==> src/shake_and_tilt_detector_assert.svh <==
// Assertion macros for the shake and tilt detector RTL.
`ifndef SHAKE_AND_TILT_DETECTOR_ASSERT_SVH
`define SHAKE_AND_TILT_DETECTOR_ASSERT_SVH

// Same-cycle implication, checked out of reset.
`define SAT_ASSERT_IMPL(lbl, ante, cons) \
  lbl: assert property (@(posedge clk) disable iff (!rst_n) (ante) |-> (cons)) \
    else $error("assertion failed");

// Next-cycle implication, checked out of reset.
`define SAT_ASSERT_NEXT(lbl, ante, cons) \
  lbl: assert property (@(posedge clk) disable iff (!rst_n) (ante) |=> (cons)) \
    else $error("assertion failed");

`endif

==> src/sat_pkg.sv <==
`timescale 1ns / 1ps
// ----------------------------------------------------------------------------
// sat_pkg
// Shared widths, constants and tables of the shake and tilt detector.
// ----------------------------------------------------------------------------
package sat_pkg;

  localparam int CORDIC_STEPS_DEF = 16;
  localparam int CNT_W            = 5;   // indexes the 22-entry arctangent table
  localparam int VEC_W            = 28;  // CORDIC vector width
  localparam int ANG_W            = 25;  // angle, 1/256 hundredth degree
  localparam int SQRT_STEPS       = 24;
  localparam int BASE_ANG         = 4608000;

  localparam logic [1:0] SENS_300 = 2'd0;
  localparam logic [1:0] SENS_800 = 2'd2;

  localparam logic [2:0] DIR_NONE  = 3'd0;
  localparam logic [2:0] DIR_UP    = 3'd1;
  localparam logic [2:0] DIR_DOWN  = 3'd2;
  localparam logic [2:0] DIR_LEFT  = 3'd3;
  localparam logic [2:0] DIR_RIGHT = 3'd4;
  localparam logic [2:0] DIR_FUP   = 3'd5;
  localparam logic [2:0] DIR_FDOWN = 3'd6;

  localparam logic [1:0] LVL_GENTLE     = 2'd0;
  localparam logic [1:0] LVL_VIGOROUS   = 2'd1;
  localparam logic [1:0] LVL_AGGRESSIVE = 2'd2;

  localparam logic [2:0] REG_SHAKE_EN  = 3'd0;
  localparam logic [2:0] REG_SHAKE_SEN = 3'd1;
  localparam logic [2:0] REG_SHAKE_DB  = 3'd2;
  localparam logic [2:0] REG_TILT_EN   = 3'd3;
  localparam logic [2:0] REG_TILT_THR  = 3'd4;

  // Squared magnitude bounds (1000+T)^2 and (1000-T)^2; zero means no low bound.
  localparam logic [23:0] HI_AGGR = 24'd6250000;

  function automatic logic [23:0] hi_base(input logic [1:0] sens);
    case (sens)
      SENS_300: hi_base = 24'd1690000;
      SENS_800: hi_base = 24'd3240000;
      default:  hi_base = 24'd2250000;
    endcase
  endfunction

  function automatic logic [23:0] lo_base(input logic [1:0] sens);
    case (sens)
      SENS_300: lo_base = 24'd490000;
      SENS_800: lo_base = 24'd40000;
      default:  lo_base = 24'd250000;
    endcase
  endfunction

  function automatic logic [23:0] hi_vig(input logic [1:0] sens);
    case (sens)
      SENS_300: hi_vig = 24'd2102500;
      SENS_800: hi_vig = 24'd4840000;
      default:  hi_vig = 24'd3062500;
    endcase
  endfunction

  function automatic logic [23:0] lo_vig(input logic [1:0] sens);
    case (sens)
      SENS_300: lo_vig = 24'd302500;
      SENS_800: lo_vig = 24'd0;
      default:  lo_vig = 24'd62500;
    endcase
  endfunction

  function automatic logic signed [ANG_W-1:0] atan_tab(input logic [CNT_W-1:0] i);
    case (i)
      5'd0:  atan_tab = 25'sd1152000;
      5'd1:  atan_tab = 25'sd680065;
      5'd2:  atan_tab = 25'sd359328;
      5'd3:  atan_tab = 25'sd182400;
      5'd4:  atan_tab = 25'sd91554;
      5'd5:  atan_tab = 25'sd45822;
      5'd6:  atan_tab = 25'sd22916;
      5'd7:  atan_tab = 25'sd11459;
      5'd8:  atan_tab = 25'sd5730;
      5'd9:  atan_tab = 25'sd2865;
      5'd10: atan_tab = 25'sd1432;
      5'd11: atan_tab = 25'sd716;
      5'd12: atan_tab = 25'sd358;
      5'd13: atan_tab = 25'sd179;
      5'd14: atan_tab = 25'sd90;
      5'd15: atan_tab = 25'sd45;
      5'd16: atan_tab = 25'sd22;
      5'd17: atan_tab = 25'sd11;
      5'd18: atan_tab = 25'sd6;
      5'd19: atan_tab = 25'sd3;
      5'd20: atan_tab = 25'sd1;
      5'd21: atan_tab = 25'sd1;
      default: atan_tab = 25'sd0;
    endcase
  endfunction

  // Magnitude rounded half away from zero to hundredths, saturated at 18000.
  function automatic logic [14:0] cdeg_mag(input logic signed [ANG_W-1:0] v);
    logic [ANG_W-1:0] m;
    logic [ANG_W-1:0] r;
    m = v[ANG_W-1] ? ANG_W'(-v) : ANG_W'(v);
    r = (m + ANG_W'(128)) >> 8;
    cdeg_mag = (r > ANG_W'(18000)) ? 15'd18000 : r[14:0];
  endfunction

endpackage

==> src/shake_and_tilt_detector.sv <==
`timescale 1ns / 1ps
// ----------------------------------------------------------------------------
// shake_and_tilt_detector
// Shake and tilt orientation detector for one 3-axis accelerometer sample.
// ----------------------------------------------------------------------------
// One sample request is worked on at a time. A sample that reaches the
// angle path is held longest, by the bit-serial square root and by the
// shared CORDIC unit (16 steps by default), which runs pitch and then
// roll. A sample that the face tests classify skips both, and one with
// tilt disabled also skips the tilt classification. The result sits in
// an output register, so the next sample can be taken while it waits.
// Configuration lives on an APB-style port at byte addresses 4*i.
module shake_and_tilt_detector import sat_pkg::*; #(
  parameter int CORDIC_STEPS = CORDIC_STEPS_DEF
) (
  input  logic        clk,
  input  logic        rst_n,
  input  logic        in_tvalid,
  output logic        in_tready,
  // accel_x[11:0], accel_y[23:12], accel_z[35:24], now_ms[67:36], zeros above
  input  logic [71:0] in_tdata,
  output logic        out_tvalid,
  input  logic        out_tready,
  // shake_event[0], shake_level[2:1], tilt_event[3], tilt_direction[6:4],
  // tilt_angle[21:7], zeros above
  output logic [23:0] out_tdata,
  input  logic        cfg_psel,
  input  logic        cfg_penable,
  input  logic        cfg_pwrite,
  input  logic [4:0]  cfg_paddr,
  input  logic [31:0] cfg_pwdata,
  output logic [31:0] cfg_prdata,
  output logic        cfg_pready
);

  `include "shake_and_tilt_detector_assert.svh"

  localparam logic [2:0] ST_IDLE = 3'd0;
  localparam logic [2:0] ST_SQ   = 3'd1;
  localparam logic [2:0] ST_SHK  = 3'd2;
  localparam logic [2:0] ST_SQRT = 3'd3;
  localparam logic [2:0] ST_CP   = 3'd4;
  localparam logic [2:0] ST_CR   = 3'd5;
  localparam logic [2:0] ST_TCLS = 3'd6;
  localparam logic [2:0] ST_OUT  = 3'd7;

  // Configuration registers.
  logic        shake_en_r, tilt_en_r;
  logic [1:0]  shake_sen_r;
  logic [15:0] shake_db_r;
  logic [14:0] tilt_thr_r;

  // Detector state.
  logic [31:0] last_time_r;
  logic [1:0]  last_lvl_r;
  logic [2:0]  last_dir_r;
  logic [14:0] last_ang_r;

  // Per-sample working registers.
  logic [2:0]         state_r, state_nxt;
  logic signed [11:0] x_r, y_r, z_r;
  logic [31:0]        now_r;
  logic [1:0]         cnt_r;
  logic [23:0]        s_r, syz_r;
  logic               shake_ev_r, tilt_ev_r;
  logic [14:0]        ap_r;
  logic               p_pos_r;
  logic [2:0]         cand_dir_r;
  logic [14:0]        cand_ang_r;
  logic               out_valid_r;
  logic [23:0]        out_data_r;

  logic cfg_wr, accept, face_dn, face_up, out_load;
  logic signed [11:0] sq_op;
  logic [23:0] sq;
  logic exceed, ex_aggr, ex_vig;
  logic sqrt_start, sqrt_done;
  logic [23:0] root;
  logic cor_start, cor_done;
  logic signed [VEC_W-1:0] cor_y, cor_x, x_ext;
  logic signed [ANG_W-1:0] cor_ang;

  assign cfg_pready = 1'b1;
  assign cfg_wr     = cfg_psel && cfg_penable && cfg_pwrite;
  assign in_tready  = (state_r == ST_IDLE);
  assign accept     = in_tvalid && in_tready;
  assign out_load   = (state_r == ST_OUT) && (!out_valid_r || out_tready);

  always_comb begin
    case (cfg_paddr[4:2])
      REG_SHAKE_EN:  cfg_prdata = {31'd0, shake_en_r};
      REG_SHAKE_SEN: cfg_prdata = {30'd0, shake_sen_r};
      REG_SHAKE_DB:  cfg_prdata = {16'd0, shake_db_r};
      REG_TILT_EN:   cfg_prdata = {31'd0, tilt_en_r};
      REG_TILT_THR:  cfg_prdata = {17'd0, tilt_thr_r};
      default:       cfg_prdata = 32'd0;
    endcase
  end

  // Squares are formed one axis per cycle on a single 12x12 multiplier.
  always_comb begin
    case (cnt_r)
      2'd0:    sq_op = x_r;
      2'd1:    sq_op = y_r;
      default: sq_op = z_r;
    endcase
  end
  assign sq = 24'(sq_op * sq_op);

  // The deviation test compares the squared magnitude with squared bounds,
  // which avoids a square root on the shake path.
  assign exceed  = (s_r > hi_base(shake_sen_r)) || (s_r < lo_base(shake_sen_r));
  assign ex_vig  = (s_r > hi_vig(shake_sen_r)) || (s_r < lo_vig(shake_sen_r));
  assign ex_aggr = (s_r > HI_AGGR);

  assign face_dn = (z_r < -12'sd700);
  assign face_up = (z_r > 12'sd700) && (x_r > -12'sd300) && (x_r < 12'sd300) &&
                   (y_r > -12'sd300) && (y_r < 12'sd300);

  assign sqrt_start = (state_r == ST_SHK) && tilt_en_r && !face_dn && !face_up;
  assign cor_start  = ((state_r == ST_SQRT) && sqrt_done) ||
                      ((state_r == ST_CP) && cor_done);

  // Pitch uses (-x, sqrt(y^2+z^2)) and roll uses (y, z), all scaled by 4096.
  assign x_ext = VEC_W'(x_r);
  always_comb begin
    if (state_r == ST_SQRT) begin
      cor_y = (-x_ext) <<< 12;
      cor_x = VEC_W'({1'b0, root});
    end else begin
      cor_y = VEC_W'(y_r) <<< 12;
      cor_x = VEC_W'(z_r) <<< 12;
    end
  end

  always_comb begin
    state_nxt = state_r;
    case (state_r)
      ST_IDLE: if (accept) state_nxt = ST_SQ;
      ST_SQ:   if (cnt_r == 2'd2) state_nxt = ST_SHK;
      ST_SHK: begin
        if (!tilt_en_r) state_nxt = ST_OUT;
        else if (face_dn || face_up) state_nxt = ST_TCLS;
        else state_nxt = ST_SQRT;
      end
      ST_SQRT: if (sqrt_done) state_nxt = ST_CP;
      ST_CP:   if (cor_done) state_nxt = ST_CR;
      ST_CR:   if (cor_done) state_nxt = ST_TCLS;
      ST_TCLS: state_nxt = ST_OUT;
      ST_OUT:  if (out_load) state_nxt = ST_IDLE;
      default: state_nxt = ST_IDLE;
    endcase
  end

  always_ff @(posedge clk) begin
    if (!rst_n) begin
      state_r     <= ST_IDLE;
      shake_en_r  <= 1'b0;
      shake_sen_r <= 2'd1;
      shake_db_r  <= 16'd500;
      tilt_en_r   <= 1'b0;
      tilt_thr_r  <= 15'd3000;
      last_time_r <= '0;
      last_lvl_r  <= LVL_GENTLE;
      last_dir_r  <= DIR_NONE;
      last_ang_r  <= '0;
      out_valid_r <= 1'b0;
    end else begin
      state_r <= state_nxt;

      if (cfg_wr) begin
        case (cfg_paddr[4:2])
          REG_SHAKE_EN: begin
            shake_en_r <= cfg_pwdata[0];
            if (!cfg_pwdata[0]) last_lvl_r <= LVL_GENTLE;
          end
          REG_SHAKE_SEN: shake_sen_r <= cfg_pwdata[1:0];
          REG_SHAKE_DB:  shake_db_r  <= cfg_pwdata[15:0];
          REG_TILT_EN: begin
            tilt_en_r <= cfg_pwdata[0];
            if (!cfg_pwdata[0]) begin
              last_dir_r <= DIR_NONE;
              last_ang_r <= '0;
            end
          end
          REG_TILT_THR:  tilt_thr_r  <= cfg_pwdata[14:0];
          default: ;
        endcase
      end

      case (state_r)
        ST_IDLE: begin
          if (accept) begin
            x_r        <= in_tdata[11:0];
            y_r        <= in_tdata[23:12];
            z_r        <= in_tdata[35:24];
            now_r      <= in_tdata[67:36];
            cnt_r      <= 2'd0;
            s_r        <= '0;
            syz_r      <= '0;
            shake_ev_r <= 1'b0;
            tilt_ev_r  <= 1'b0;
          end
        end
        ST_SQ: begin
          s_r   <= s_r + sq;
          if (cnt_r != 2'd0) syz_r <= syz_r + sq;
          cnt_r <= cnt_r + 1'b1;
        end
        ST_SHK: begin
          if (shake_en_r && exceed && ((now_r - last_time_r) > {16'd0, shake_db_r})) begin
            last_time_r <= now_r;
            shake_ev_r  <= 1'b1;
            if (ex_aggr) last_lvl_r <= LVL_AGGRESSIVE;
            else if (ex_vig) last_lvl_r <= LVL_VIGOROUS;
            else last_lvl_r <= LVL_GENTLE;
          end
          ap_r    <= '0;
          p_pos_r <= 1'b0;
          if (face_dn) begin
            cand_dir_r <= DIR_FDOWN;
            cand_ang_r <= 15'd18000;
          end else begin
            cand_dir_r <= DIR_FUP;
            cand_ang_r <= '0;
          end
        end
        ST_CP: begin
          if (cor_done) begin
            ap_r    <= cdeg_mag(cor_ang);
            p_pos_r <= !cor_ang[ANG_W-1] && (cdeg_mag(cor_ang) != '0);
          end
        end
        ST_CR: begin
          if (cor_done) begin
            // Pitch wins only when strictly larger; ties go to roll.
            if (cdeg_mag(cor_ang) > tilt_thr_r || ap_r > tilt_thr_r) begin
              if (ap_r > cdeg_mag(cor_ang)) begin
                cand_dir_r <= p_pos_r ? DIR_UP : DIR_DOWN;
                cand_ang_r <= ap_r;
              end else begin
                cand_dir_r <= (!cor_ang[ANG_W-1] && (cdeg_mag(cor_ang) != '0)) ?
                              DIR_RIGHT : DIR_LEFT;
                cand_ang_r <= cdeg_mag(cor_ang);
              end
            end else begin
              cand_dir_r <= DIR_NONE;
              cand_ang_r <= '0;
            end
          end
        end
        ST_TCLS: begin
          if (cand_dir_r != last_dir_r) begin
            last_dir_r <= cand_dir_r;
            last_ang_r <= cand_ang_r;
            tilt_ev_r  <= (cand_dir_r != DIR_NONE);
          end
        end
        default: ;
      endcase

      if (out_load) begin
        out_valid_r <= 1'b1;
        out_data_r  <= {2'b00, last_ang_r, last_dir_r, tilt_ev_r, last_lvl_r, shake_ev_r};
      end else if (out_tready) begin
        out_valid_r <= 1'b0;
      end
    end
  end

  assign out_tvalid = out_valid_r;
  assign out_tdata  = out_data_r;

  sat_isqrt u_isqrt (
    .clk   (clk),
    .rst_n (rst_n),
    .start (sqrt_start),
    .v     (syz_r),
    .done  (sqrt_done),
    .root  (root)
  );

  sat_cordic #(.CORDIC_STEPS(CORDIC_STEPS)) u_cordic (
    .clk   (clk),
    .rst_n (rst_n),
    .start (cor_start),
    .y_in  (cor_y),
    .x_in  (cor_x),
    .done  (cor_done),
    .angle (cor_ang)
  );

  `SAT_ASSERT_NEXT(a_accept_starts, accept, state_r == ST_SQ)
  `SAT_ASSERT_IMPL(a_sqrt_done_in_sqrt, sqrt_done, state_r == ST_SQRT)
  `SAT_ASSERT_IMPL(a_cordic_done_in_angle, cor_done, state_r == ST_CP || state_r == ST_CR)
  `SAT_ASSERT_IMPL(a_tilt_event_has_dir, out_valid_r && out_data_r[3], out_data_r[6:4] != DIR_NONE)

endmodule

==> src/sat_isqrt.sv <==
`timescale 1ns / 1ps
// ----------------------------------------------------------------------------
// sat_isqrt
// Bit-serial square root of v * 2^24, one result bit per cycle.
// ----------------------------------------------------------------------------
module sat_isqrt import sat_pkg::*; (
  input  logic        clk,
  input  logic        rst_n,
  input  logic        start,
  input  logic [23:0] v,
  output logic        done,
  output logic [23:0] root
);

  logic [47:0] rad_r;
  logic [25:0] rem_r;
  logic [23:0] root_r;
  logic [CNT_W-1:0] cnt_r;
  logic        busy_r;
  logic        done_r;
  logic [27:0] rem_sh;
  logic [27:0] trial;

  assign rem_sh = {rem_r, rad_r[47:46]};
  assign trial  = {2'b00, root_r, 2'b01};

  always_ff @(posedge clk) begin
    if (!rst_n) begin
      busy_r <= 1'b0;
      done_r <= 1'b0;
    end else begin
      done_r <= 1'b0;
      if (start) begin
        busy_r <= 1'b1;
        cnt_r  <= '0;
        rad_r  <= {v, 24'd0};
        rem_r  <= '0;
        root_r <= '0;
      end else if (busy_r) begin
        rad_r <= {rad_r[45:0], 2'b00};
        if (rem_sh >= trial) begin
          rem_r  <= 26'(rem_sh - trial);
          root_r <= {root_r[22:0], 1'b1};
        end else begin
          rem_r  <= rem_sh[25:0];
          root_r <= {root_r[22:0], 1'b0};
        end
        cnt_r <= cnt_r + 1'b1;
        if (cnt_r == CNT_W'(SQRT_STEPS - 1)) begin
          busy_r <= 1'b0;
          done_r <= 1'b1;
        end
      end
    end
  end

  assign done = done_r;
  assign root = root_r;

endmodule

==> src/sat_cordic.sv <==
`timescale 1ns / 1ps
// ----------------------------------------------------------------------------
// sat_cordic
// Vectoring CORDIC for atan2, one micro-rotation per cycle.
// ----------------------------------------------------------------------------
module sat_cordic import sat_pkg::*; #(
  parameter int CORDIC_STEPS = CORDIC_STEPS_DEF
) (
  input  logic                    clk,
  input  logic                    rst_n,
  input  logic                    start,
  input  logic signed [VEC_W-1:0] y_in,
  input  logic signed [VEC_W-1:0] x_in,
  output logic                    done,
  output logic signed [ANG_W-1:0] angle
);

  logic signed [VEC_W-1:0] x_r, y_r, dx, dy;
  logic signed [ANG_W-1:0] a_r;
  logic [CNT_W-1:0]        i_r;
  logic busy_r, done_r, zero_r;

  assign dx = y_r >>> i_r;
  assign dy = x_r >>> i_r;

  always_ff @(posedge clk) begin
    if (!rst_n) begin
      busy_r <= 1'b0;
      done_r <= 1'b0;
    end else begin
      done_r <= 1'b0;
      if (start) begin
        busy_r <= 1'b1;
        i_r    <= '0;
        zero_r <= (x_in == '0) && (y_in == '0);
        if (x_in < 0) begin
          x_r <= -x_in;
          y_r <= -y_in;
          a_r <= (y_in >= 0) ? ANG_W'(BASE_ANG) : -ANG_W'(BASE_ANG);
        end else begin
          x_r <= x_in;
          y_r <= y_in;
          a_r <= '0;
        end
      end else if (busy_r) begin
        if (!zero_r) begin
          if (y_r >= 0) begin
            x_r <= x_r + dx;
            y_r <= y_r - dy;
            a_r <= a_r + atan_tab(i_r);
          end else begin
            x_r <= x_r - dx;
            y_r <= y_r + dy;
            a_r <= a_r - atan_tab(i_r);
          end
        end
        i_r <= i_r + 1'b1;
        if (zero_r || i_r == CNT_W'(CORDIC_STEPS - 1)) begin
          busy_r <= 1'b0;
          done_r <= 1'b1;
        end
      end
    end
  end

  assign done  = done_r;
  assign angle = a_r;

endmodule
==> config.mk <==
export PLATFORM = sky130hd
export DESIGN_NAME = shake_and_tilt_detector
export DESIGN_NICKNAME = d
export VERILOG_FILES = /design/src/sat_pkg.sv /design/src/shake_and_tilt_detector.sv /design/src/sat_isqrt.sv /design/src/sat_cordic.sv
export VERILOG_INCLUDE_DIRS = /design/src /design/src/src
export SDC_FILE = /design/constraint.sdc
export NUM_CORES = 2
export LEC_CHECK = 0
export BUFFER_PORTS_ARGS = -buffer_cell sky130_fd_sc_hd__buf_2
export CORE_ASPECT_RATIO = 1.25
export CORE_MARGIN = 3
export CORE_UTILIZATION = 50
export DETAILED_ROUTE_END_ITERATION = 8
export PLACE_DENSITY = 0.69
export SETUP_SLACK_MARGIN = 0.02
export SYNTH_ARGS = -nofsm -noshare
export SYNTH_HDL_FRONTEND = slang
export SYNTH_HIERARCHICAL = 1
export SYNTH_SLANG_ARGS = --single-unit
==> constraint.sdc <==
create_clock -name clk -period 8 [get_ports clk]
set_input_delay 1.6 -clock clk [delete_from_list [all_inputs] [get_ports clk]]
set_output_delay 1.6 -clock clk [all_outputs]
set_load 0.005 [all_outputs]
# --- After elaboration in Yosys (flattened, before gate mapping) ---
# Memories as Yosys holds them, arrays and structs flattened. A register that Yosys moved wholly into a read port is not among the register bits.
# Cells that the tools add are included.
totals:
  regBits: 459
  romBits: 1344
  wordCells: 289
  mem_count: 2
op_classes:
  addsub: 18
  n_mul: 1
  order_cmp: 20
  eq_ne: 27
  n_shift: 2
  muxes: 111
  n_bitwise: 3
  reduce_logical: 66
memory_table:
  columns: ["memory", "words", "width", "rd", "rd_ports_with_merged_regs", "wr", "line", "text"]
  rows:
  - ["(name not given)", 32, 21, 1, 1, 0, "sat_pkg.sv:72", "case (i)"]
  - ["(name not given)", 32, 21, 1, 1, 0, "sat_pkg.sv:72", null]
op_table:
  columns: ["op", "count"]
  rows:
  - ["$mux W25", 17]
  - ["$mux W28", 12]
  - ["$mux W15", 11]
  - ["$mux W48", 2]
  - ["$pmux W24 S2", 2]
  - ["$pmux W16 S5", 1]
  - ["$pmux W19 S2", 2]
  - ["$mux W24", 3]
  - ["$pmux W15 S2", 2]
  - ["$add A28 B28 Y28", 2]
  - ["$ge A28 B1 Y1 const B", 2]
  - ["$logic_not A28 Y1", 2]
  - ["$neg A28 Y28", 2]
  - ["$sshr A28 B5 Y28", 2]
  - ["$sub A28 B28 Y28", 2]
  - ["$mux W26", 2]
  - ["$mux W3", 17]
  - ["$add A24 B24 Y24", 2]
  - ["$gt A24 B24 Y1", 2]
  - ["$lt A24 B24 Y1", 2]
  - ["$pmux W23 S2", 1]
  - ["$gt A15 B15 Y1", 3]
  - ["$pmux W22 S2", 1]
  - ["$gt A32 B16 Y1", 1]
  - ["other kinds (50)", 153]

# --- Longest topological paths before layout ---
depth:
  ltp_word: 12
  depth_mapped: 37
  depth_no_buf: 35

# --- Cells and area by module ---
# Netlist, hierarchy kept.
by_module_without_submodules:
  columns: ["module", "instances", "cells_each", "area_each_um2"]
  rows:
  - ["shake_and_tilt_detector", 1, 2625, 23866.6]
  - ["sat_cordic", 1, 1816, 15119.5]
  - ["sat_isqrt", 1, 434, 4810.9]

# --- Worst setup path before layout ---
# No wires, ideal clock.
synth_timing:
  path_type: "register to register"
  from: "register cnt_r[0] (netlist name)"
  to: "register s_r[23], data pin"
  t_arrival_ns: 7.639
  path_slack_ns: 0.095
  path_stages_with_launch: 35
  n_path_buf: 2
  path_cell_list: "edfxtp_1 ha_1 nor2_1 clkbuf_1 a21o_1 clkbuf_1 nand2_1 fa_1 inv_1 ha_1 inv_1 fa_1 inv_1 fa_1 inv_1 fa_1 inv_1 ha_1 and3_1 a21oi_1 o21ai_0 o41ai_1 inv_1 a21oi_1 o21bai_1 xor2_1 ha_1 a21oi_1 inv_1 a21oi_1 o21ai_0 o31ai_1 xnor2_1 xnor2_1 nor2_1"
synth_lines:
  columns: ["element", "line", "text"]
  rows:
  - ["to (signal assigned)", "shake_and_tilt_detector.sv:206", "s_r <= s_r + sq;"]
  - ["to (decl)", "shake_and_tilt_detector.sv:64", "logic [23:0] s_r, syz_r;"]

==> summary.md <==
| Metric | Value |
|---|---|
| Status | `completed` |
| CP peak stage delay | `0.53 ns` |
| Hold Path Class | `reg -> reg` |
| Hold Worst Slack | `0.436 ns` |
| Routed wire length | `122000 um` |
| Clock sinks | `458` |
| Sequential-to-total area share from yosys stat | `28.8%` |
| Slew margin rel. | `17.4%` |
| Final WS setup | `0.296 ns` |
| Simple-gate portion of the synthesized area | `17.1%` |
| Antenna violations before repair | `2` |
| Starting Density | `50.8%` |
| Hold EP | `out_tdata[1]` |
| Die area | `91200 um2` |
| Total grt overflow | `0` |
| Worst Hold Depth | `0` |
| Crit path DAT | `8.07 ns` |
| Post-synth top area cell | `edfxtp_1` |
| CP Class | `reg -> reg` |
| Yosys cell types | `112` |
| CP required | `8.36 ns` |
| CTS tree | `done` |
| F_max | `0.130 GHz` |
| Synth Area in XOR/XNOR | `6.50%` |
| Share of the synthesized area in the top cell type | `23.4%` |
| Post-synth EDFFs | `342` |
| Worst setup EP type | `flop` |
| Post-synthesis mux area share | `6.99%` |
| Min-delay src | `last_lvl_r[0]` |
| Synth cell count leaders | `nand2_1 (483), nor2_1 (402), ha_1 (371)` |
| Area delta synth->final | `10.4%` |
| Crit path time final | `7.70 ns` |
| Max FO, Critical Path | `7` |
| FF-to-FF End | `s_r[23]` |
| Net count, final | `5668` |
| Final setup viols | `0` |
| Cell mode on critical path | `inv_1` |
| Clk_skew | `0.0407 ns` |
| Synthesized area per cell | `8.98 um2` |
| Vias/cell | `5.97` |
| I/O Buffers | `133` |
| Hold buffers post-CTS | `0` |
| R2R Path Start | `cnt_r[0]` |
| Drt pass-1 iters | `6` |
| Via count | `37.4k` |
| Largest net degree at the start of global routing | `126` |
| Largest family of logic cells by synthesized area | `compound AO/OA/AOI/OAI gates` |
| Slew @ Worst Pin | `1.23 ns` |
| Max cap viols | `0` |
| Crit path max-delay cell type | `fa_1` |
| Average wire per standard cell | `19.4 um` |
| DPL Wire Length | `92900 um` |
| Unrepaired setup endpoints after global routing | `true` |
| H-tree Lvls | `2` |
| Max-slew violations | `0` |
| Worst-Skew Late Latency | `0.63 ns` |
| FF-to-FF path depth | `38` |
| Clock Tree Root | `clkbuf_16` |
| Clock buffer count from CTS | `53` |
| Global Route Usage Sum | `25.8%` |
| Die height | `337 um` |
| Post-synthesis adder-cell area fraction | `16.3%` |
| Most used DFF post-synth | `edfxtp_1` |
| Row count | `120` |
| Initial DRC Count | `3141` |
| Critical path launch point type | `flop` |
| Synth Register Bits | `458` |
| Period utilization | `96.3%` |
| Asr flop ratio synth | `0%` |
| Area contributors post-synth | `edfxtp_1 (23%), ha_1 (11%), fa_1 (5.7%), dfxtp_1 (5.3%), nand2_1 (4.1%)` |
| Post-route DRC | `0` |
| FF-to-FF setup slack | `0.30 ns` |
| I/O pin count | `175` |
| Final ANT Viol Nets | `0` |
| Pre-CTS WS | `0.0390 ns` |
| Fin. Hold Viols | `0` |
| Core area | `86200 um2` |
| Die width | `271 um` |
| First-pass GRT wire length | `192000 um` |
| Yosys warning total | `6` |
| Layout cell share with drive strength beyond 1 | `12.6%` |
| RePlAce Congestion | `1.00` |
| Compound-cell area share of the yosys netlist | `18.6%` |
| Synth Cell Area | `43800 um2` |
| Number of global-route vias before repair | `35.5k` |
| Worst-path clk slew | `0.06 ns` |
| Mapped Cells | `4875` |
| Most frequent cell after synthesis | `nand2_1` |
| CTS max path bufs | `3` |
placed cells by master, fill, tap and decap left out, types with 43 or more instances in the layout:
cell type  netlist  final
nor2_1         402    393
a21o_1         103    101
and3_1          44     43
mux2i_1        123    123
a22oi_1         47     47
xor2_1         121    120
nor3_1          85     83
edfxtp_1       342    342
o211ai_1        48     48
xnor2_1        204    203
buf_2           30    132
mux2_2          64     64
inv_1          362    359
dfxtp_1        116    116
nor2b_1         73     72
nand2_1        483    483
o21a_1          47     45
or3_1           45     45
buf_4           25    158
o31ai_1         52     48
mux4_2          48     48
o21ai_0        253    247
ha_1           371    367
nand2b_1        67     67
and2_1          45     44
a21oi_1        278    268
conb_1           2     61
nand3_1         82     82
fa_1           125    124
clkbuf_16        0     57
worst max-delay path, delay by kind of cell (launching register included):
kind | cells | cell delay, ns
xor+xnor | 3 | 0.51
flops | 1 | 0.43
buf+inv | 12 | 1.04
simple gates | 5 | 0.55
compound gates | 10 | 1.60
fa+ha+maj | 8 | 3.28
worst max-delay path by stage:
stage                      to  startpoint  slack (ns)  cells after the start
detailed placement    s_r[23]    cnt_r[0]        0.04                     36
global route          s_r[23]    cnt_r[0]       -0.04                     38
finish                s_r[23]    cnt_r[0]        0.30                     38
CTS                 syz_r[23]    cnt_r[1]        0.03                     35
floorplan             s_r[23]    cnt_r[0]        0.09                     34
global placement      s_r[23]    cnt_r[0]        0.07                     38
state kept, by name, summed over array words and instances, names as in the netlist, 15 cells and up, named ones only:
signal and count:
out_tdata 22, last_ang_r 15, u_cordic/x_r 28, u_isqrt/root 24
now_r 32, shake_db_r 16, u_isqrt/rad_r 24, u_isqrt/rem_r 26
s_r 24, tilt_thr_r 15, last_time_r 32, cand_ang_r 15
u_cordic/angle 25, syz_r 24, u_cordic/y_r 28, ap_r 15
cell type report:
| type | count | area (um2) |
|---|---|---|
| Inverter | 368 | 1380 |
| Fill cell | 7798 | 37800 |
| Clock inverter | 29 | 278 |
| Sequential cell | 458 | 12600 |
| Antenna cell | 3 | 7.51 |
| Timing Repair Buffer | 296 | 1920 |
| Clock buffer | 69 | 1500 |
| Multi-Input combinational cell | 3879 | 29200 |
| Tap cell | 1159 | 1450 |
through the flow:
step	instance area, um2	util, %	instances	setup TNS [ns]
final	48300	56.1	6261	0
after global routing	48300	56.1	6259	-0.0412
after CTS	48000	55.7	6250	0
after detailed placement	46200	53.6	6152	0
after global placement	46200	53.6	6152	0
after floorplan	44000	-	4934	0
cells by family after synthesis:
family                   after synthesis
AND/OR/NAND/NOR                     1538
multiplexers                         237
AO/OA/AOI/OAI                       1222
buffers and inverters                597
adder cells (fa/ha/maj)              496
other                                  2
flip-flops                           458
XOR/XNOR                             325
routing by layer:
metal  global-route usage [%]  routed length, um
met2                     43.2              57600
met3                     2.64               7090
met1                     35.3              53000
met4                     8.24               3870
met5                        0                  0
timing repair:
item	in CTS	in global routing
pin swaps	0	18
buffers inserted	0	8
endpoints found under the setup margin	2	29
resized for setup	4	60
Power is left out: the tool's default activity adds up to more than one toggle a clock period on the data nets, which glitch-free logic cannot reach.
